==> config.mk <==
export PLATFORM = sky130hd
export DESIGN_NAME = adaptive_delivery_margin_flat
export DESIGN_NICKNAME = d
export VERILOG_FILES = /design/src/rtl/core/adm_pkg.sv /design/src/rtl/core/adm_cmd_if.sv /design/src/rtl/core/adm_stat_if.sv /design/src/rtl/core/adm_cfg_regs.sv /design/src/rtl/core/adm_margin_state.sv /design/src/rtl/core/adaptive_delivery_margin.sv /design/src/flat_wrapper.sv
export SDC_FILE = /design/constraint.sdc
export NUM_CORES = 1
export LEC_CHECK = 0
export BUFFER_PORTS_ARGS = -buffer_cell sky130_fd_sc_hd__clkbuf_2
export CAP_MARGIN = 5
export CORE_MARGIN = 3
export CORE_UTILIZATION = 65
export CTS_BUF_LIST = sky130_fd_sc_hd__clkbuf_16
export DETAILED_ROUTE_END_ITERATION = 8
export PLACE_DENSITY = 0.86
export SYNTH_ARGS = -nofsm -noshare
export SYNTH_HDL_FRONTEND = slang
export SYNTH_HIERARCHICAL = 1
export SYNTH_SLANG_ARGS = --single-unit
==> constraint.sdc <==
create_clock -name clk -period 15.04 [get_ports clk]
set_input_delay 0.752 -clock clk [delete_from_list [all_inputs] [get_ports clk]]
set_output_delay 0.752 -clock clk [all_outputs]
set_load 0.005 [all_outputs]
==> src/rtl/core/adm_pkg.sv <==
`timescale 1ns / 1ps

package adm_pkg;

    localparam int ADM_COUNT_BITS = 32;

    localparam int ADM_LINE_W  = 12;
    localparam int ADM_ACKS_W  = 8;
    localparam int ADM_STEP_W  = 8;
    localparam int ADM_HACK_W  = 8;
    localparam int ADM_STAT_W  = 32;
    localparam int ADM_CMD_W   = 3;
    localparam int ADM_INDEX_W = 2;
    localparam int ADM_DATA_W  = 12;

    localparam logic [ADM_ACKS_W-1:0] ADM_ACKS_RESET = 8'd8;
    localparam logic [ADM_STEP_W-1:0] ADM_STEP_RESET = 8'd1;

    typedef enum logic [ADM_INDEX_W-1:0] {
        REG_TOTAL_LINES   = 2'd0,
        REG_FIELD_BUFFER  = 2'd1,
        REG_ACKS_PER_STEP = 2'd2,
        REG_STEP_LINES    = 2'd3
    } reg_index_t;

    typedef enum logic [ADM_CMD_W-1:0] {
        CMD_HEALTHY       = 3'd0,
        CMD_UNHEALTHY     = 3'd1,
        CMD_MISSING       = 3'd2,
        CMD_PHASE_LOCK    = 3'd3,
        CMD_SET_AUTOMATIC = 3'd4,
        CMD_CONFIGURE     = 3'd5,
        CMD_RESET         = 3'd6
    } cmd_t;

    typedef struct packed {
        logic [ADM_LINE_W-1:0] total_lines;
        logic                  field_buffer;
        logic [ADM_ACKS_W-1:0] acks_per_step;
        logic [ADM_STEP_W-1:0] step_lines;
    } cfg_t;

    typedef struct packed {
        logic                  eligible_now;
        logic [ADM_LINE_W-1:0] reserve_lines;
        logic [ADM_LINE_W-1:0] safe_line;
        logic [ADM_HACK_W-1:0] healthy_count;
        logic [ADM_STAT_W-1:0] reduction_count;
        logic [ADM_STAT_W-1:0] reset_count;
    } result_t;

endpackage

==> src/rtl/core/adm_cmd_if.sv <==
`timescale 1ns / 1ps

interface adm_cmd_if;
    import adm_pkg::*;

    logic                 valid;
    logic                 ready;
    logic [ADM_CMD_W-1:0] cmd;
    logic                 automatic_value;

    modport source (output valid, output cmd, output automatic_value, input ready);
    modport sink   (input valid, input cmd, input automatic_value, output ready);
endinterface

==> src/rtl/core/adm_stat_if.sv <==
`timescale 1ns / 1ps

interface adm_stat_if;
    import adm_pkg::*;

    logic                  valid;
    logic                  ready;
    logic                  eligible_now;
    logic [ADM_LINE_W-1:0] reserve_lines;
    logic [ADM_LINE_W-1:0] safe_line;
    logic [ADM_HACK_W-1:0] healthy_count;
    logic [ADM_STAT_W-1:0] reduction_count;
    logic [ADM_STAT_W-1:0] reset_count;

    modport source (
        output valid, output eligible_now, output reserve_lines, output safe_line,
        output healthy_count, output reduction_count, output reset_count,
        input ready
    );
    modport sink (
        input valid, input eligible_now, input reserve_lines, input safe_line,
        input healthy_count, input reduction_count, input reset_count,
        output ready
    );
endinterface

==> src/rtl/core/adm_cfg_regs.sv <==
`timescale 1ns / 1ps

module adm_cfg_regs
    import adm_pkg::*;
(
    input  logic                   clk,
    input  logic                   rst_n,
    input  logic                   cfg_wr_en,
    input  logic [ADM_INDEX_W-1:0] cfg_index,
    input  logic [ADM_DATA_W-1:0]  cfg_data,
    output cfg_t                   cfg
);

    cfg_t cfg_reg;

    always_ff @(posedge clk or negedge rst_n)
    begin
        if (!rst_n)
        begin
            cfg_reg.total_lines   <= '0;
            cfg_reg.field_buffer  <= 1'b0;
            cfg_reg.acks_per_step <= ADM_ACKS_RESET;
            cfg_reg.step_lines    <= ADM_STEP_RESET;
        end
        else if (cfg_wr_en)
        begin
            unique case (reg_index_t'(cfg_index))
                REG_TOTAL_LINES:   cfg_reg.total_lines   <= cfg_data[ADM_LINE_W-1:0];
                REG_FIELD_BUFFER:  cfg_reg.field_buffer  <= cfg_data[0];
                REG_ACKS_PER_STEP: cfg_reg.acks_per_step <= cfg_data[ADM_ACKS_W-1:0];
                REG_STEP_LINES:    cfg_reg.step_lines    <= cfg_data[ADM_STEP_W-1:0];
                default:           cfg_reg <= cfg_reg;
            endcase
        end
    end

    assign cfg = cfg_reg;

endmodule

==> src/rtl/core/adm_margin_state.sv <==
`timescale 1ns / 1ps

module adm_margin_state
    import adm_pkg::*;
#(
    parameter int COUNT_BITS = ADM_COUNT_BITS
)
(
    input  logic                 clk,
    input  logic                 rst_n,
    input  logic                 update,
    input  logic [ADM_CMD_W-1:0] cmd,
    input  logic                 automatic_value,
    input  cfg_t                 cfg,
    output result_t              result
);

    logic [ADM_LINE_W-1:0] captured_total_reg, captured_total_next;
    logic                  field_mode_on_reg, field_mode_on_next;
    logic                  automatic_on_reg, automatic_on_next;
    logic                  locked_flag_reg, locked_flag_next;
    logic [ADM_LINE_W-1:0] reserve_reg, reserve_next;
    logic [ADM_HACK_W-1:0] healthy_acks_reg, healthy_acks_next;
    logic [COUNT_BITS-1:0] reductions_reg, reductions_next;
    logic [COUNT_BITS-1:0] restores_reg, restores_next;

    logic [ADM_LINE_W-1:0] conservative;
    logic [ADM_LINE_W-1:0] minimum;
    logic [ADM_LINE_W-1:0] new_total;
    logic [ADM_LINE_W+1:0] triple;
    logic [ADM_HACK_W:0]   healthy_inc;
    logic [ADM_LINE_W:0]   floor_plus_step;
    logic                  eligible;
    logic                  eligible_next;

    // max(1, total/2), and zero while no total is captured
    function automatic logic [ADM_LINE_W-1:0] conservative_of(input logic [ADM_LINE_W-1:0] t);
        logic [ADM_LINE_W-1:0] half;
        half = {1'b0, t[ADM_LINE_W-1:1]};
        if (t == '0)
            return '0;
        else if (half == '0)
            return ADM_LINE_W'(1);
        else
            return half;
    endfunction

    always_comb
    begin
        conservative = conservative_of(captured_total_reg);
        triple  = {2'b00, captured_total_reg} + {1'b0, captured_total_reg, 1'b0};
        if (captured_total_reg == '0)
            minimum = '0;
        else if (triple[ADM_LINE_W+1:3] == '0)
            minimum = ADM_LINE_W'(1);
        else
            minimum = {1'b0, triple[ADM_LINE_W+1:3]};
        new_total = (cfg.field_buffer && cfg.total_lines != '0) ? cfg.total_lines : '0;
        healthy_inc = {1'b0, healthy_acks_reg} + (ADM_HACK_W+1)'(1);
        floor_plus_step = {1'b0, minimum} + {{(ADM_LINE_W+1-ADM_STEP_W){1'b0}}, cfg.step_lines};
        eligible = (captured_total_reg != '0) && field_mode_on_reg && automatic_on_reg
                   && locked_flag_reg;

        captured_total_next = captured_total_reg;
        field_mode_on_next  = field_mode_on_reg;
        automatic_on_next   = automatic_on_reg;
        locked_flag_next    = locked_flag_reg;
        reserve_next        = reserve_reg;
        healthy_acks_next   = healthy_acks_reg;
        reductions_next     = reductions_reg;
        restores_next       = restores_reg;

        unique case (cmd) inside
            CMD_HEALTHY, CMD_UNHEALTHY, CMD_MISSING:
            begin
                if (eligible)
                begin
                    if (cmd == CMD_MISSING)
                    begin
                        healthy_acks_next = '0;
                    end
                    else if (cmd == CMD_UNHEALTHY)
                    begin
                        if (reserve_reg != conservative || healthy_acks_reg != '0)
                            restores_next = restores_reg + COUNT_BITS'(1);
                        reserve_next      = conservative;
                        healthy_acks_next = '0;
                    end
                    else if (healthy_inc < {1'b0, cfg.acks_per_step})
                    begin
                        healthy_acks_next = healthy_inc[ADM_HACK_W-1:0];
                    end
                    else
                    begin
                        healthy_acks_next = '0;
                        if (reserve_reg > minimum)
                        begin
                            if ({1'b0, reserve_reg} > floor_plus_step)
                                reserve_next = reserve_reg
                                    - {{(ADM_LINE_W-ADM_STEP_W){1'b0}}, cfg.step_lines};
                            else
                                reserve_next = minimum;
                            reductions_next = reductions_reg + COUNT_BITS'(1);
                        end
                    end
                end
            end
            CMD_PHASE_LOCK:
            begin
                locked_flag_next = 1'b1;
            end
            CMD_SET_AUTOMATIC:
            begin
                if (automatic_on_reg != automatic_value)
                begin
                    automatic_on_next = automatic_value;
                    reserve_next      = conservative;
                    healthy_acks_next = '0;
                end
            end
            CMD_CONFIGURE:
            begin
                captured_total_next = new_total;
                field_mode_on_next  = cfg.field_buffer;
                automatic_on_next   = automatic_value;
                locked_flag_next    = 1'b0;
                reserve_next        = conservative_of(new_total);
                healthy_acks_next   = '0;
                reductions_next     = '0;
                restores_next       = '0;
            end
            CMD_RESET:
            begin
                captured_total_next = '0;
                field_mode_on_next  = 1'b0;
                automatic_on_next   = 1'b0;
                locked_flag_next    = 1'b0;
                reserve_next        = '0;
                healthy_acks_next   = '0;
                reductions_next     = '0;
                restores_next       = '0;
            end
            default:
            begin
                locked_flag_next = locked_flag_reg;
            end
        endcase

        eligible_next = (captured_total_next != '0) && field_mode_on_next
                        && automatic_on_next && locked_flag_next;

        result.eligible_now    = eligible_next;
        result.reserve_lines   = reserve_next;
        result.safe_line       = (captured_total_next != '0)
                                 ? captured_total_next - reserve_next : '0;
        result.healthy_count   = healthy_acks_next;
        result.reduction_count = ADM_STAT_W'(reductions_next);
        result.reset_count     = ADM_STAT_W'(restores_next);
    end

    always_ff @(posedge clk or negedge rst_n)
    begin
        if (!rst_n)
        begin
            captured_total_reg <= '0;
            field_mode_on_reg  <= 1'b0;
            automatic_on_reg   <= 1'b0;
            locked_flag_reg    <= 1'b0;
            reserve_reg        <= '0;
            healthy_acks_reg   <= '0;
            reductions_reg     <= '0;
            restores_reg       <= '0;
        end
        else if (update)
        begin
            captured_total_reg <= captured_total_next;
            field_mode_on_reg  <= field_mode_on_next;
            automatic_on_reg   <= automatic_on_next;
            locked_flag_reg    <= locked_flag_next;
            reserve_reg        <= reserve_next;
            healthy_acks_reg   <= healthy_acks_next;
            reductions_reg     <= reductions_next;
            restores_reg       <= restores_next;
        end
    end

endmodule

==> src/rtl/core/adaptive_delivery_margin.sv <==
`timescale 1ns / 1ps

// Adaptive delivery margin: keeps a reserve of lines before frame end and
// shrinks it step by step while acknowledgements stay healthy, returning one
// statistics transaction for every command transaction. A command is taken
// into an input register; once the result register is free or being emptied,
// the state update and the new statistics are produced together and stored in
// the result register. One command can be taken every cycle while the output
// is not stalled. A result waiting on the output does not block a command from
// entering an empty input register, but holds a command already there, and so
// the next one. Configuration writes take effect on the next clock edge and
// should only be issued while no command is in flight.

module adaptive_delivery_margin
    import adm_pkg::*;
#(
    parameter int COUNT_BITS = ADM_COUNT_BITS
)
(
    input  logic                   clk,
    input  logic                   rst_n,
    adm_cmd_if.sink                req,
    adm_stat_if.source             stat,
    input  logic                   cfg_wr_en,
    input  logic [ADM_INDEX_W-1:0] cfg_index,
    input  logic [ADM_DATA_W-1:0]  cfg_data
);

    cfg_t                 cfg;
    result_t              result;
    result_t              result_reg;
    logic                 out_valid_reg;
    logic                 in_valid_reg;
    logic [ADM_CMD_W-1:0] cmd_reg;
    logic                 automatic_value_reg;
    logic                 advance;

    adm_cfg_regs u_cfg_regs (
        .clk       (clk),
        .rst_n     (rst_n),
        .cfg_wr_en (cfg_wr_en),
        .cfg_index (cfg_index),
        .cfg_data  (cfg_data),
        .cfg       (cfg)
    );

    adm_margin_state #(
        .COUNT_BITS (COUNT_BITS)
    ) u_margin_state (
        .clk             (clk),
        .rst_n           (rst_n),
        .update          (advance),
        .cmd             (cmd_reg),
        .automatic_value (automatic_value_reg),
        .cfg             (cfg),
        .result          (result)
    );

    // The held command moves on whenever the result register is free or being emptied.
    assign advance   = in_valid_reg && (!out_valid_reg || stat.ready);
    assign req.ready = !in_valid_reg || advance;

    always_ff @(posedge clk or negedge rst_n)
    begin
        if (!rst_n)
        begin
            in_valid_reg <= 1'b0;
        end
        else if (req.valid && req.ready)
        begin
            in_valid_reg <= 1'b1;
        end
        else if (advance)
        begin
            in_valid_reg <= 1'b0;
        end
    end

    always_ff @(posedge clk)
    begin
        if (req.valid && req.ready)
        begin
            cmd_reg             <= req.cmd;
            automatic_value_reg <= req.automatic_value;
        end
    end

    always_ff @(posedge clk or negedge rst_n)
    begin
        if (!rst_n)
        begin
            out_valid_reg <= 1'b0;
        end
        else if (advance)
        begin
            out_valid_reg <= 1'b1;
        end
        else if (stat.ready)
        begin
            out_valid_reg <= 1'b0;
        end
    end

    always_ff @(posedge clk)
    begin
        if (advance)
        begin
            result_reg <= result;
        end
    end

    assign stat.valid           = out_valid_reg;
    assign stat.eligible_now    = result_reg.eligible_now;
    assign stat.reserve_lines   = result_reg.reserve_lines;
    assign stat.safe_line       = result_reg.safe_line;
    assign stat.healthy_count   = result_reg.healthy_count;
    assign stat.reduction_count = result_reg.reduction_count;
    assign stat.reset_count     = result_reg.reset_count;

endmodule

==> src/flat_wrapper.sv <==
// flat-port wrapper written by rule: the top's interface ports become plain ports
module adaptive_delivery_margin_flat import adm_pkg::*;
#(
    parameter int COUNT_BITS = ADM_COUNT_BITS
)
  (clk, rst_n, cfg_wr_en, cfg_index, cfg_data, req_valid, req_cmd, req_automatic_value, req_ready, stat_valid, stat_eligible_now, stat_reserve_lines, stat_safe_line, stat_healthy_count, stat_reduction_count, stat_reset_count, stat_ready);
  adm_cmd_if req_i ();
  adm_stat_if stat_i ();
  input  logic clk;
  input  logic rst_n;
  input  logic cfg_wr_en;
  input  logic [ADM_INDEX_W-1:0] cfg_index;
  input  logic [ADM_DATA_W-1:0] cfg_data;
  input wire logic [$bits(req_i.valid)-1:0] req_valid;
  input wire logic [$bits(req_i.cmd)-1:0] req_cmd;
  input wire logic [$bits(req_i.automatic_value)-1:0] req_automatic_value;
  output wire logic [$bits(req_i.ready)-1:0] req_ready;
  output wire logic [$bits(stat_i.valid)-1:0] stat_valid;
  output wire logic [$bits(stat_i.eligible_now)-1:0] stat_eligible_now;
  output wire logic [$bits(stat_i.reserve_lines)-1:0] stat_reserve_lines;
  output wire logic [$bits(stat_i.safe_line)-1:0] stat_safe_line;
  output wire logic [$bits(stat_i.healthy_count)-1:0] stat_healthy_count;
  output wire logic [$bits(stat_i.reduction_count)-1:0] stat_reduction_count;
  output wire logic [$bits(stat_i.reset_count)-1:0] stat_reset_count;
  input wire logic [$bits(stat_i.ready)-1:0] stat_ready;
  assign req_i.valid = req_valid;
  assign req_i.cmd = req_cmd;
  assign req_i.automatic_value = req_automatic_value;
  assign req_ready = req_i.ready;
  assign stat_valid = stat_i.valid;
  assign stat_eligible_now = stat_i.eligible_now;
  assign stat_reserve_lines = stat_i.reserve_lines;
  assign stat_safe_line = stat_i.safe_line;
  assign stat_healthy_count = stat_i.healthy_count;
  assign stat_reduction_count = stat_i.reduction_count;
  assign stat_reset_count = stat_i.reset_count;
  assign stat_i.ready = stat_ready;
  adaptive_delivery_margin #(.COUNT_BITS(COUNT_BITS)) u_core (.clk(clk), .rst_n(rst_n), .req(req_i), .stat(stat_i), .cfg_wr_en(cfg_wr_en), .cfg_index(cfg_index), .cfg_data(cfg_data));
endmodule
After elaboration in Yosys (flattened, before gate mapping)
Cells that the tools add are included.
- $lt $le $gt $ge: 3
- reductions and logical operators: 33
- mux-type cells: 41
- $add $sub $neg: 7
- equality and inequality tests: 11
- operators by type and width (operator ; number):
    32-bit two-way mux ; 9
    32-bit one-hot mux with 2 select lines ; 2
    12-bit two-way mux ; 8
    11-bit two-way mux ; 6
    32-bit by 1-bit adder with 32-bit output (second input constant) ; 2
    12-bit one-hot mux with 4 select lines ; 1
    8-bit two-way mux ; 5
    12-bit nonzero test ; 3
    11-bit zero test ; 3
    12-bit zero test ; 2
    12-bit one-hot mux with 2 select lines ; 1
    8-bit one-hot mux with 3 select lines ; 1
    12-bit by 13-bit adder with 14-bit output ; 1
    12-bit by 8-bit adder with 13-bit output ; 1
    12-bit by 13-bit > comparator with 1-bit output ; 1
    12-bit > comparator ; 1
    12-bit inequality test ; 1
    12-bit subtractor ; 1
    12-bit by 8-bit subtractor with 12-bit output ; 1
    8-bit by 1-bit adder with 9-bit output (second input constant) ; 1
    3-bit equality test (second input constant) ; 3
    1-bit logical AND ; 9
    9-bit by 8-bit less-than comparator with 1-bit output ; 1
    2-bit AND reduction ; 4
    other kinds (16) ; 27
- logic and storage cells: 117
- bits of input ports: 23
- flip-flop bits (word level): 231
- output and inout port bits: 99

Depth between registers and ports, before layout
Gate-level depths: netlist of run 1.
- depth in word-level cells: 14
- mapped depth: 44
- mapped depth without buffers: 41

Modules after synthesis
Netlist of run 1, hierarchy kept.
- modules (own cells, without submodules) (module ; instances ; sequential area each (um^2) ; area an instance (um^2) ; cells an instance):
    adm_margin_state ; 1 ; 2477.4 ; 10341.2 ; 1364
    adaptive_delivery_margin ; 1 ; 3083.0 ; 3136.8 ; 109
    adm_cfg_regs ; 1 ; 728.2 ; 1113.6 ; 63

Worst setup path before layout of run 1
OpenSTA, ideal clock, no wires.
- path type: register to register
- from: register u_core.u_margin_state.captured_total_reg[6]
- to: register u_core.result_reg (netlist bit u_core/stat.safe_line[10]) (data pin)
- slack: 7542 ps
- library setup time: 152 ps
- stages on the path, launching flop included: 44
- required time: 14888 ps
- path buffers: 3
- arrival: 7346 ps
- period minus slack after synthesis: 7498 ps
- path through: dfrtp_1 clkbuf_1 inv_1 ha_1 clkbuf_1 nand2_1 a211oi_1 o2111ai_1 and3b_1 nor2_1 o41a_1 nor2_1 ha_1 fa_1 a21oi_1 nor2_1 nor2_1 o21bai_1 (+8 left out) a21oi_1 nor2_1 o21a_1 clkbuf_1 nand2_1 o211ai_1 a21oi_1 a221oi_1 ha_1 nor2b_1 o21ai_0 a21oi_1 o21ai_0 nand2b_1 a21o_1 a21o_1 or3_1 a31oi_1
- cells in the longest elaborated chain, start to end: 14
- elaborated cells on any way between the ends: 26
- those cells by class: add/sub: 3; order compare: 2; mux: 13; reduce/logical: 8
- RTL lines (what ; RTL line ; RTL):
    from (decl) ; adm_margin_state.sv:18 ; logic [ADM_LINE_W-1:0] captured_total_reg, captured_total_next;
    from (signal assigned) ; adm_margin_state.sv:176 ; captured_total_reg <= captured_total_next;
    12-bit by 13-bit adder with 14-bit output ; adm_margin_state.sv:51 ; triple = {2'b00, captured_total_reg} + {1'b0, captured_total_reg, 1'b0};
    11-bit zero test ; adm_margin_state.sv:54 ; else if (triple[ADM_LINE_W+1:3] == '0)
    11-bit two-way mux ; adm_margin_state.sv:54 ;
    11-bit two-way mux ; adm_margin_state.sv:52 ; if (captured_total_reg == '0)
    12-bit by 8-bit adder with 13-bit output ; adm_margin_state.sv:60 ; floor_plus_step = {1'b0, minimum} + {{(ADM_LINE_W+1-ADM_STEP_W){1'b0}}, cfg.step_lines};
    12-bit by 13-bit > comparator with 1-bit output ; adm_margin_state.sv:98 ; if ({1'b0, reserve_reg} > floor_plus_step)
    12-bit two-way mux ; adm_margin_state.sv:98 ;
    12-bit two-way mux ; adm_margin_state.sv:96 ; if (reserve_reg > minimum)
    12-bit two-way mux ; adm_margin_state.sv:89 ; else if (healthy_inc < {1'b0, cfg.acks_per_step})
    12-bit two-way mux ; adm_margin_state.sv:82 ; else if (cmd == CMD_UNHEALTHY)
    12-bit two-way mux ; adm_margin_state.sv:78 ; if (cmd == CMD_MISSING)
    12-bit two-way mux ; adm_margin_state.sv:76 ; if (eligible)
    12-bit one-hot mux with 4 select lines ; adm_margin_state.sv:73 ; unique case (cmd) inside
    12-bit subtractor ; adm_margin_state.sv:155 ; ? captured_total_next - reserve_next : '0;
    to (signal assigned) ; adaptive_delivery_margin.sv:108 ; result_reg <= result;
    to (decl) ; adaptive_delivery_margin.sv:31 ; result_t result_reg;
Parallel ways exist; a longest one is shown, timed or not.
A chain may end at the register's enable or synchronous reset.

==> flow_summary.json, run 1 <==
{
  "synth_top_flop_cell": "dfrtp_1",
  "critPathMostFrequentCell": "a21oi_1",
  "post-route-period-util": 0.577,
  "cts_buffers": 25,
  "die_x_um": 156,
  "reg2reg_setup_slack_ns": 6.37,
  "grt_max_degree": 85,
  "place_inst": 1863,
  "vdd_drop_max_mv": 0.212,
  "n_fill_cell": 1582,
  "clk_pin_slew_worst_paths_ns": 0.06,
  "first_iter_violations": 1483,
  "synth.area.top_cells": "dfrtp_1 22%, edfxtp_1 21%, ha_1 7.2%",
  "post_cts_buffers": 0,
  "dieArea_um2": 24300,
  "final_cell_count_no_fill": 1909,
  "via_per_inst": 6.62,
  "route.detailed.drc": 0,
  "worstReg2RegStart": "u_core/u_margin_state/captured_total_reg[3]$_DFFE_PN0P_",
  "path_class": "flop to flop",
  "timing.fmax_mhz": 115,
  "clock_tree.root_cell": "clkbuf_16",
  "rsz0062_at_grt": "false",
  "status": "finished, final reports clean",
  "cts_buffer_depth": 3,
  "drt_pass1_iterations": 6,
  "leakage_nw": 7.15,
  "clock_latency_ns": 0.54,
  "antenna_found_initial": 0,
  "ys_seq_elements": 231,
  "dr_total_vias": 12600,
  "fin_ws_ns": 6.37,
  "fp-row-count": 54,
  "core_area_um2": 22000,
  "initial_core_util": 0.665,
  "area_growth_pct": 9.65,
  "relSlewSlack": 0.313,
  "die_h_um": 156,
  "grt_pass1_vias": 12100,
  "yosysWarnings": 6,
  "grt_usage": 0.329,
  "maxCapViolations": 0,
  "final.setup.tns_ns": 0,
  "setup.worst_path.start_class": "flop",
  "power-per-cell-area_nw_per_um2": 159,
  "dp_worst_setup_slack_ns": 6.57,
  "startpoint": "u_core/u_margin_state/captured_total_reg[3]$_DFFE_PN0P_",
  "grt_pass1_wl_um": 64700,
  "cp_data_arrival_time_ns": 9.05,
  "dpl.hpwl_um": 28900,
  "synth_nets": 1646,
  "drive_gt1_frac": 0.151,
  "clock-sinks": 231,
  "ff2ff_path_depth": 39,
  "final_hold_viol_count": 0,
  "worstHoldPathType": "primary input to asynchronous set/reset pin",
  "wl_um": 40600,
  "multi_input_comb_area_um2": 7650,
  "fin_crit_ns": 8.67,
  "diodes": 0,
  "routabilityCongestion": 1.01,
  "synth_top_area_share": 0.220,
  "cp_data_required_time_ns": 15.42,
  "synthArstFlopShare": 0.563,
  "ys_seq_area_frac": 0.431,
  "avgSynthCellArea_um2": 9.50,
  "synth.most_common_cell": "nand2_1",
  "ctsResizeCount": 0,
  "ys_types": 92,
  "cts_tree": "done",
  "critPathMaxStageDelay_ns": 0.58,
  "crit_fanout": 12,
  "synth_area_leader_cell": "dfrtp_1",
  "skew_ns": 0.0376,
  "nNetsFinal": 1720,
  "port_buffers": 121,
  "ys_top_cells_by_count": "156 x nand2_1, 128 x dfrtp_1, 125 x o21ai_0, 101 x edfxtp_1, 86 x nor2_1",
  "syn-cell-area_um2": 14600,
  "area.sequential_um2": 6290,
  "io_pins": 122,
  "slowest_stage": "dfrtp_1",
  "synth-edff-count": 101,
  "cp-end-kind": "flop",
  "netlist_instances": 1536,
  "cp-endpoint": "u_core/stat.safe_line[10]$_DFFE_PP_",
  "avgRoutedWirePerCell_um": 21.3,
  "slew_viol_final": 0,
  "ant_nets": 0,
  "cts-hold-fix-buffers": 0,
  "setup_violations": 0,
  "clock_tree.htree_level_count": 1,
  "grt_overflow_total": 0,
  "r2r_end": "u_core/stat.safe_line[10]$_DFFE_PP_",
  "worst_pin_slew_ns": 1.03
}
==> logic make-up (layout without fill, tap and decap cells) <==
logic type | count (synthesis) | after routing | share of synthesized area
XOR/XNOR | 38 | 38 | 0.0238
multiplexers | 72 | 72 | 0.0534
AO/OA/AOI/OAI | 432 | 432 | 0.190
flip-flops | 231 | 231 | 0.431
buffers and inverters | 164 | 257 | 0.0454
adder cells (fa/ha/maj) | 88 | 88 | 0.0768
AND/OR/NAND/NOR | 511 | 511 | 0.180
==> worst max-delay path, delay by kind of cell, from the launching register on <==
family	cells	cell delay, ns
flip-flops	1	0.58
multiplexers	1	0.34
buffers and inverters	1	0.12
adder cells (fa/ha/maj)	5	1.35
AND/OR/NAND/NOR	10	1.47
AO/OA/AOI/OAI	22	4.63
==> through the flow <==
step	utilization	hold WS, ns	cell area (um2)	total power [mW]
2_1_floorplan	-	0.456	14600	1.67
3_3_place_gp	0.696	0.477	15300	1.96
3_5_place_dp	0.696	0.498	15300	1.99
4_1_cts	0.729	0.249	16000	2.54
5_1_grt	0.729	0.259	16000	2.72
6_report	0.729	0.236	16000	2.55
==> metal layers <==
layer | global-route usage | vias up | wire length [um]
met5 | 0 | - | 0
met4 | 0.126 | 0 | 1670
met3 | 0.0399 | 115 | 2590
met2 | 0.549 | 557 | 19600
met1 | 0.445 | 6128 | 16800
li1 | - | 5830 | -
==> worst min-delay path by stage <==
stage	end	slack [ns]	depth (start not counted)
6_report	u_core/u_margin_state/captured_total_reg[4]$_DFFE_PN0P_	0.24	1
5_1_grt	u_core/u_margin_state/reductions_reg[3]$_DFFE_PN0P_	0.26	1
4_1_cts	u_core/u_margin_state/captured_total_reg[4]$_DFFE_PN0P_	0.25	1
3_5_place_dp	u_core/u_cfg_regs/cfg[15]$_DFFE_PN0P_	0.50	1
3_3_place_gp	u_core/u_margin_state/reductions_reg[31]$_DFFE_PN0P_	0.48	1
2_1_floorplan	u_core/in_valid_reg$_DFFE_PN0P_	0.46	0
==> power by group <==
group          internal [mW]  switching, mW
sequential             0.744          0.109
combinational          0.481          0.671
clock                  0.300          0.246
==> layout by cell type, fill, tap and decap left out, drive strengths merged, types with 6 or more instances in the layout <==
cell	instances
o31ai	24
ha	84
xor2	10
a221o	6
nand3	75
edfxtp	101
a21o	23
nor2b	12
o211ai	8
nand2b	17
and3	33
nor2	89
a22o	12
o21ai	134
dfrtp	128
and2	23
mux2	47
a211oi	8
nor4	11
buf	13
a41oi	6
mux2i	25
nor3	29
a21oi	74
inv	89
xnor2	27
a22oi	16
o21a	12
clkinv	9
or3	11
o21bai	7
a31oi	56
and4	7
nand4	19
nand2	156
clkbuf	145
==> layout make-up <==
cell class              count  area share
flip-flops and latches    231       0.393
clock buffers              25      0.0391
clock inverters            21     0.00587
repair buffers            133      0.0439
well taps                 280      0.0219
multi-input cells        1141       0.478
inverters                  78      0.0183
Power figures use the tool's default switching activity.
==> inputs of run 2 (changes only) <==
Settings changed: CORE_UTILIZATION 65 to 55, PLACE_DENSITY 0.86 to 0.77.
Clock period 15.04 ns to 7.86 ns, I/O delays scaled along.
==> flow_summary.json, run 2 (synthesis gave the netlist of run 1 again) <==
{
  "status": "finished, final reports clean",
  "dp_worst_setup_slack_ns": 0.109,
  "timing.fmax_mhz": 132,
  "cts_buffer_depth": 3,
  "fp-row-count": 58,
  "fin_crit_ns": 7.57,
  "startpoint": "u_core/u_margin_state/captured_total_reg[1]$_DFFE_PN0P_",
  "setup.worst_path.start_class": "flop",
  "clock-sinks": 231,
  "avgRoutedWirePerCell_um": 20.2,
  "slowest_stage": "fa_1",
  "grt_pass1_wl_um": 64300,
  "mostFrequentLayoutCell": "nand2_1",
  "via_per_inst": 6.27,
  "whs_ns": 0.0329,
  "diodes": 0,
  "dr_total_vias": 12600,
  "drive_gt1_frac": 0.207,
  "leakage_nw": 7.40,
  "route.detailed.drc": 0,
  "critPathTopFamily": "compound AO/OA/AOI/OAI gates",
  "clock_tree.htree_level_count": 1,
  "clock_tree.root_cell": "clkbuf_16",
  "critPathBufInv": 3,
  "skew_ns": 0.0329,
  "grt_max_degree": 84,
  "place_inst": 1949,
  "nNetsFinal": 1763,
  "r2r_end": "u_core/stat.safe_line[8]$_DFFE_PP_",
  "initial_core_util": 0.570,
  "ant_nets": 0,
  "cts_buffers": 25,
  "area_growth_pct": 14.9,
  "relSlewSlack": 0.296,
  "cp-endpoint": "u_core/stat.safe_line[8]$_DFFE_PP_",
  "die_h_um": 169,
  "final_hold_viol_count": 0,
  "holdCritStartpoint": "req_automatic_value",
  "antenna_found_initial": 0,
  "cts_tree": "done",
  "grt_overflow_total": 0,
  "dieArea_um2": 28500,
  "crit_fanout": 5,
  "critical_path_depth": 39,
  "worstReg2RegStart": "u_core/u_margin_state/captured_total_reg[1]$_DFFE_PN0P_",
  "dpl.hpwl_um": 28900,
  "worstHoldPathType": "primary input to flop",
  "cp_data_required_time_ns": 8.10,
  "maxCapViolations": 0,
  "worst_pin_slew_ns": 1.05,
  "core_area_um2": 25600,
  "setup_violations": 0,
  "drt_pass1_iterations": 6,
  "reg2reg_setup_slack_ns": 0.29,
  "cp-end-kind": "flop",
  "critPathMostFrequentCell": "a21oi_2",
  "grt_pass1_vias": 12000,
  "io_pins": 122,
  "path_class": "flop to flop",
  "clock_latency_ns": 0.54,
  "cp_data_arrival_time_ns": 7.81,
  "vdd_drop_max_mv": 0.234,
  "first_iter_violations": 1373,
  "slew_viol_final": 0,
  "die_x_um": 169,
  "clk_pin_slew_worst_paths_ns": 0.06,
  "post-route-period-util": 0.963,
  "grt_usage": 0.276,
  "critPathMaxStageDelay_ns": 0.46,
  "final_cell_count_no_fill": 2002,
  "fin_ws_ns": 0.291,
  "wl_um": 40400,
  "layout_common_cells": "154 x nand2_1, 126 x dfrtp_1, 121 x o21ai_0",
  "port_buffers": 121,
  "power-per-cell-area_nw_per_um2": 320,
  "ff2ff_path_depth": 39,
  "routabilityCongestion": 0.991
}
-- run 2: changes by cell type in the layout (fill, tap and decap cells not counted), moves of 4 or more --
cell	before	now
ha_2	0	4
o21ai_0	125	121
a21oi_2	1	15
buf_4	12	53
ha_1	84	75
a21oi_1	73	58
ha_4	0	5
inv_1	88	83
-- run 2: layout make-up --
cell class | count | area (um2)
clock buffers | 25 | 626
clock inverters | 21 | 149
fillers | 2105 | 8850
inverters | 78 | 293
multi-input cells | 1141 | 7960
flip-flops and latches | 231 | 6290
well taps | 330 | 413
repair buffers | 176 | 1030
-- run 2: per-layer routing --
layer | vias to the layer above | track usage | routed length, um
li1 | 5922 | - | -
met1 | 6039 | 0.369 | 16800
met2 | 514 | 0.466 | 19400
met3 | 76 | 0.0397 | 3020
met4 | 0 | 0.0872 | 1190
met5 | - | 0 | 0
-- run 2: worst min-delay path by stage --
stage,end,slack [ns],depth (start not counted)
3_3_place_gp,u_core/u_margin_state/reductions_reg[19]$_DFFE_PN0P_,0.47,1
2_1_floorplan,u_core/in_valid_reg$_DFFE_PN0P_,0.1,0
6_report,u_core/automatic_value_reg$_DFFE_PP_,0.03,1
4_1_cts,u_core/cmd_reg[0]$_DFFE_PP_,0.02,1
5_1_grt,u_core/cmd_reg[0]$_DFFE_PP_,0.02,1
3_5_place_dp,u_core/u_margin_state/reductions_reg[18]$_DFFE_PN0P_,0.47,1
-- run 2: stage by stage --
stage | total power [mW] | setup TNS (ns) | util | cell area [um2]
3_5_place_dp | 3.95 | 0 | 0.609 | 15600
5_1_grt | 5.72 | -0.408 | 0.654 | 16800
4_1_cts | 5.08 | 0 | 0.640 | 16400
3_3_place_gp | 3.90 | 0 | 0.609 | 15600
2_1_floorplan | 3.19 | 0 | - | 14600
6_report | 5.36 | 0 | 0.654 | 16800
-- run 2: repair_timing --
item / in CTS / in global routing
gates resized for setup: 0 / 71
hold buffers: 1 / 0
endpoints found under the setup margin: 0 / 7
buffers inserted: 0 / 6
endpoints found under the hold margin: 71 / 0
-- run 2: report_power, final --
| part | internal, mW | switching [mW] |
|---|---|---|
| combinational | 1.18 | 1.47 |
| sequential | 1.42 | 0.174 |
| clock | 0.642 | 0.472 |
| total | 3.24 | 2.12 |
-- run 2: worst reg2reg max path: cells and delay by family (launching register included) --
kind | cells | cell delay [ns]
muxes | 2 | 0.53
adders and majority gates | 4 | 1.12
AOI/OAI and AO/OA | 19 | 3.07
DFF | 1 | 0.43
buffers and inverters | 3 | 0.37
and+or+nand+nor | 10 | 1.66
xor gates and xnor gates | 1 | 0.10
==> inputs of run 3 (changes only) <==
Settings changed: CELL_PAD_IN_SITES_DETAIL_PLACEMENT set to 1, CELL_PAD_IN_SITES_GLOBAL_PLACEMENT set to 2, CORE_UTILIZATION 55 to 35, PLACE_DENSITY 0.77 to unset, PLACE_DENSITY_LB_ADDON set to 0.1, SYNTH_HIERARCHICAL 1 to unset.
==> flow_summary.json, run 3 <==
{
  "grt_max_degree": 98,
  "crit_fanout": 5,
  "synth_area_leader_cell": "dfrtp_1",
  "vdd_drop_max_mv": 0.163,
  "p_switching_mw": 1.95,
  "die_h_um": 209,
  "core_area_um2": 40200,
  "clock_tree.htree_level_count": 1,
  "cp_data_arrival_time_ns": 8.33,
  "setup_violations": 4,
  "cts_tree": "done",
  "cts_buffer_depth": 3,
  "dr_total_vias": 12800,
  "route.detailed.drc": 0,
  "layout_common_cells": "163 x nand2_1, 133 x o21ai_0, 131 x buf_4",
  "ys_seq_elements": 231,
  "avgRoutedWirePerCell_um": 22.4,
  "yosysWarnings": 0,
  "first_iter_violations": 779,
  "clock_tree.root_cell": "clkbuf_16",
  "ys_seq_area_frac": 0.436,
  "via_per_inst": 5.66,
  "nNetsFinal": 1824,
  "synth.area.top_cells": "dfrtp_1 22%, edfxtp_1 21%, ha_1 7.3%",
  "critPathTopFamily": "compound AO/OA/AOI/OAI gates",
  "slowest_stage": "dfrtp_2",
  "leakage_nw": 7.63,
  "synth_top_flop_cell": "dfrtp_1",
  "initial_core_util": 0.359,
  "pwr-share-comb": 0.438,
  "grt_pass1_wl_um": 78300,
  "ant_nets": 0,
  "place_area_um2": 16100,
  "mostFrequentLayoutCell": "nand2_1",
  "synth_nets": 1612,
  "ys_types": 91,
  "timing.fmax_mhz": 125,
  "grt_overflow_total": 0,
  "slew_viol_final": 0,
  "cts_buffers": 28,
  "dieArea_um2": 43700,
  "status": "complete, but fails checks",
  "critPathBufInv": 6,
  "rsz0062_at_grt": "true",
  "cp-end-kind": "flop",
  "fin_crit_ns": 7.99,
  "path_class": "flop to flop",
  "fin_ws_ns": -0.132,
  "skew_ns": 0.0228,
  "routabilityCongestion": 0.915,
  "power-per-cell-area_nw_per_um2": 288,
  "area_growth_pct": 23.3,
  "synth.most_common_cell": "nand2_1",
  "io_pins": 122,
  "violations": "negative setup slack",
  "antenna_found_initial": 0,
  "critPathMostFrequentCell": "buf_4",
  "maxCapViolations": 0,
  "fp-row-count": 73,
  "grt_pass1_vias": 13100,
  "syn-cell-area_um2": 14400,
  "cp_data_required_time_ns": 8.19,
  "final_util": 0.442,
  "ys_top_cells_by_count": "166 x nand2_1, 141 x o21ai_0, 128 x dfrtp_1, 101 x edfxtp_1, 84 x ha_1",
  "dpl.hpwl_um": 36000,
  "relSlewSlack": 0.304,
  "post-route-period-util": 1.02,
  "clock_latency_ns": 0.59,
  "clock-sinks": 231,
  "worstReg2RegStart": "u_core.u_margin_state.captured_total_reg[5]$_DFFE_PN0P_",
  "setup.worst_path.start_class": "flop",
  "final_area_um2": 17800,
  "worstHoldPathType": "primary input to flop",
  "power_switching_share": 0.381,
  "critPathMaxStageDelay_ns": 0.46,
  "p_int_mw": 3.17,
  "power_frac_clock": 0.257,
  "avgSynthCellArea_um2": 9.60,
  "p_seq_frac": 0.304,
  "netlist_instances": 1502,
  "drive_gt1_frac": 0.262,
  "drt_pass1_iterations": 5,
  "port_buffers": 121,
  "clk_pin_slew_worst_paths_ns": 0.06,
  "startpoint": "u_core.u_margin_state.captured_total_reg[5]$_DFFE_PN0P_",
  "die_x_um": 209,
  "diodes": 0,
  "holdCritStartpoint": "req_valid",
  "synthArstFlopShare": 0.563,
  "grt_usage": 0.225,
  "final_hold_viol_count": 0,
  "synth_top_area_share": 0.222,
  "wl_um": 50700,
  "worst_pin_slew_ns": 1.04,
  "synth-edff-count": 101
}
## run 3: cell count changes in the layout (fill, tap and decap cells not counted), sizes merged, moves of 9 or more
cell	before	now
and2	23	14
mux2i	25	14
buf	55	135
o21ai	134	151
a21o	23	11
nand2	156	169
nor2	89	62
o31ai	24	33
## run 3: metal layers
metal,track usage,routed length (um)
met1,0.305,22800
met2,0.381,24300
met3,0.0302,2230
met4,0.0598,1350
met5,0,0
## run 3: kinds of logic after synthesis
kind of cell / synth area share
compound gates: 0.197
xor+xnor: 0.0243
fa+ha+maj: 0.0771
buf+inv: 0.0463
flops: 0.436
mux: 0.0410
simple gates: 0.179
## run 3: worst register-to-register path: cells and delay by family, from the launching register on
kind                     cells  cell delay [ns]
AO/OA/AOI/OAI               24             3.51
XOR/XNOR                     1             0.19
adder cells (fa/ha/maj)      5             1.18
buffers and inverters        6             0.72
flip-flops                   1             0.46
AND/OR/NAND/NOR              7             1.68
## run 3: cell type report
type                       instances  area (um2)
fill                            4575       22400
multi-input combinational       1114        7900
sequential                       231        6290
timing repair buffer             260        1680
clock buffer                      31         776
tap                              525         657
inverter                          79         307
clock inverter                    21         165
## run 3: stage by stage
| step | worst slack (ns) | power (mW) | hold WS [ns] | cells | TNS, ns |
|---|---|---|---|---|---|
| floorplan | 0.0190 | 2.68 | 0.0974 | 1502 | 0 |
| global placement | -0.208 | 3.49 | 0.477 | 2167 | -0.549 |
| detailed placement | -0.554 | 3.51 | 0.491 | 2167 | -2.34 |
| CTS | -0.0629 | 4.96 | 0.00290 | 2241 | -0.0629 |
| global route | -0.655 | 5.43 | 0.0138 | 2261 | -3.18 |
| finish | -0.132 | 5.12 | 0.0314 | 2261 | -0.389 |
## run 3: what timing repair did
item	CTS	global route
buffers inserted	17	20
resized for setup	26	65
gates cloned	0	0
endpoints found under the setup margin	7	8
hold buffers	5	0
pin swaps	14	32
hold endpoints to repair	84	0
## run 3: power groups by stage
stage | clock network (mW) | logic (mW) | registers, mW
floorplan | 0 | 1.16 | 1.52
global placement | 0 | 1.91 | 1.57
detailed placement | 0 | 1.93 | 1.58
CTS | 1.35 | 2.05 | 1.55
global route | 1.41 | 2.46 | 1.57
finish | 1.32 | 2.25 | 1.56
## run 3: worst paths after layout
check / slack, ns / to / depth (start not counted)
min reg2reg: 0.50 / u_core.u_margin_state.restores_reg[31]$_DFFE_PN0P_ / 1
max in group asynchronous: 6.14 / u_core.u_margin_state.captured_total_reg[2]$_DFFE_PN0P_ / 3
min: 0.03 / u_core.in_valid_reg$_DFFE_PN0P_ / 2
min in group asynchronous: 0.46 / u_core.u_margin_state.restores_reg[19]$_DFFE_PN0P_ / 2
max: -0.13 / u_core.stat.safe_line[8]$_SDFFCE_PP0P_ / 43
max reg2reg: -0.13 / u_core.stat.safe_line[8]$_SDFFCE_PP0P_ / 43
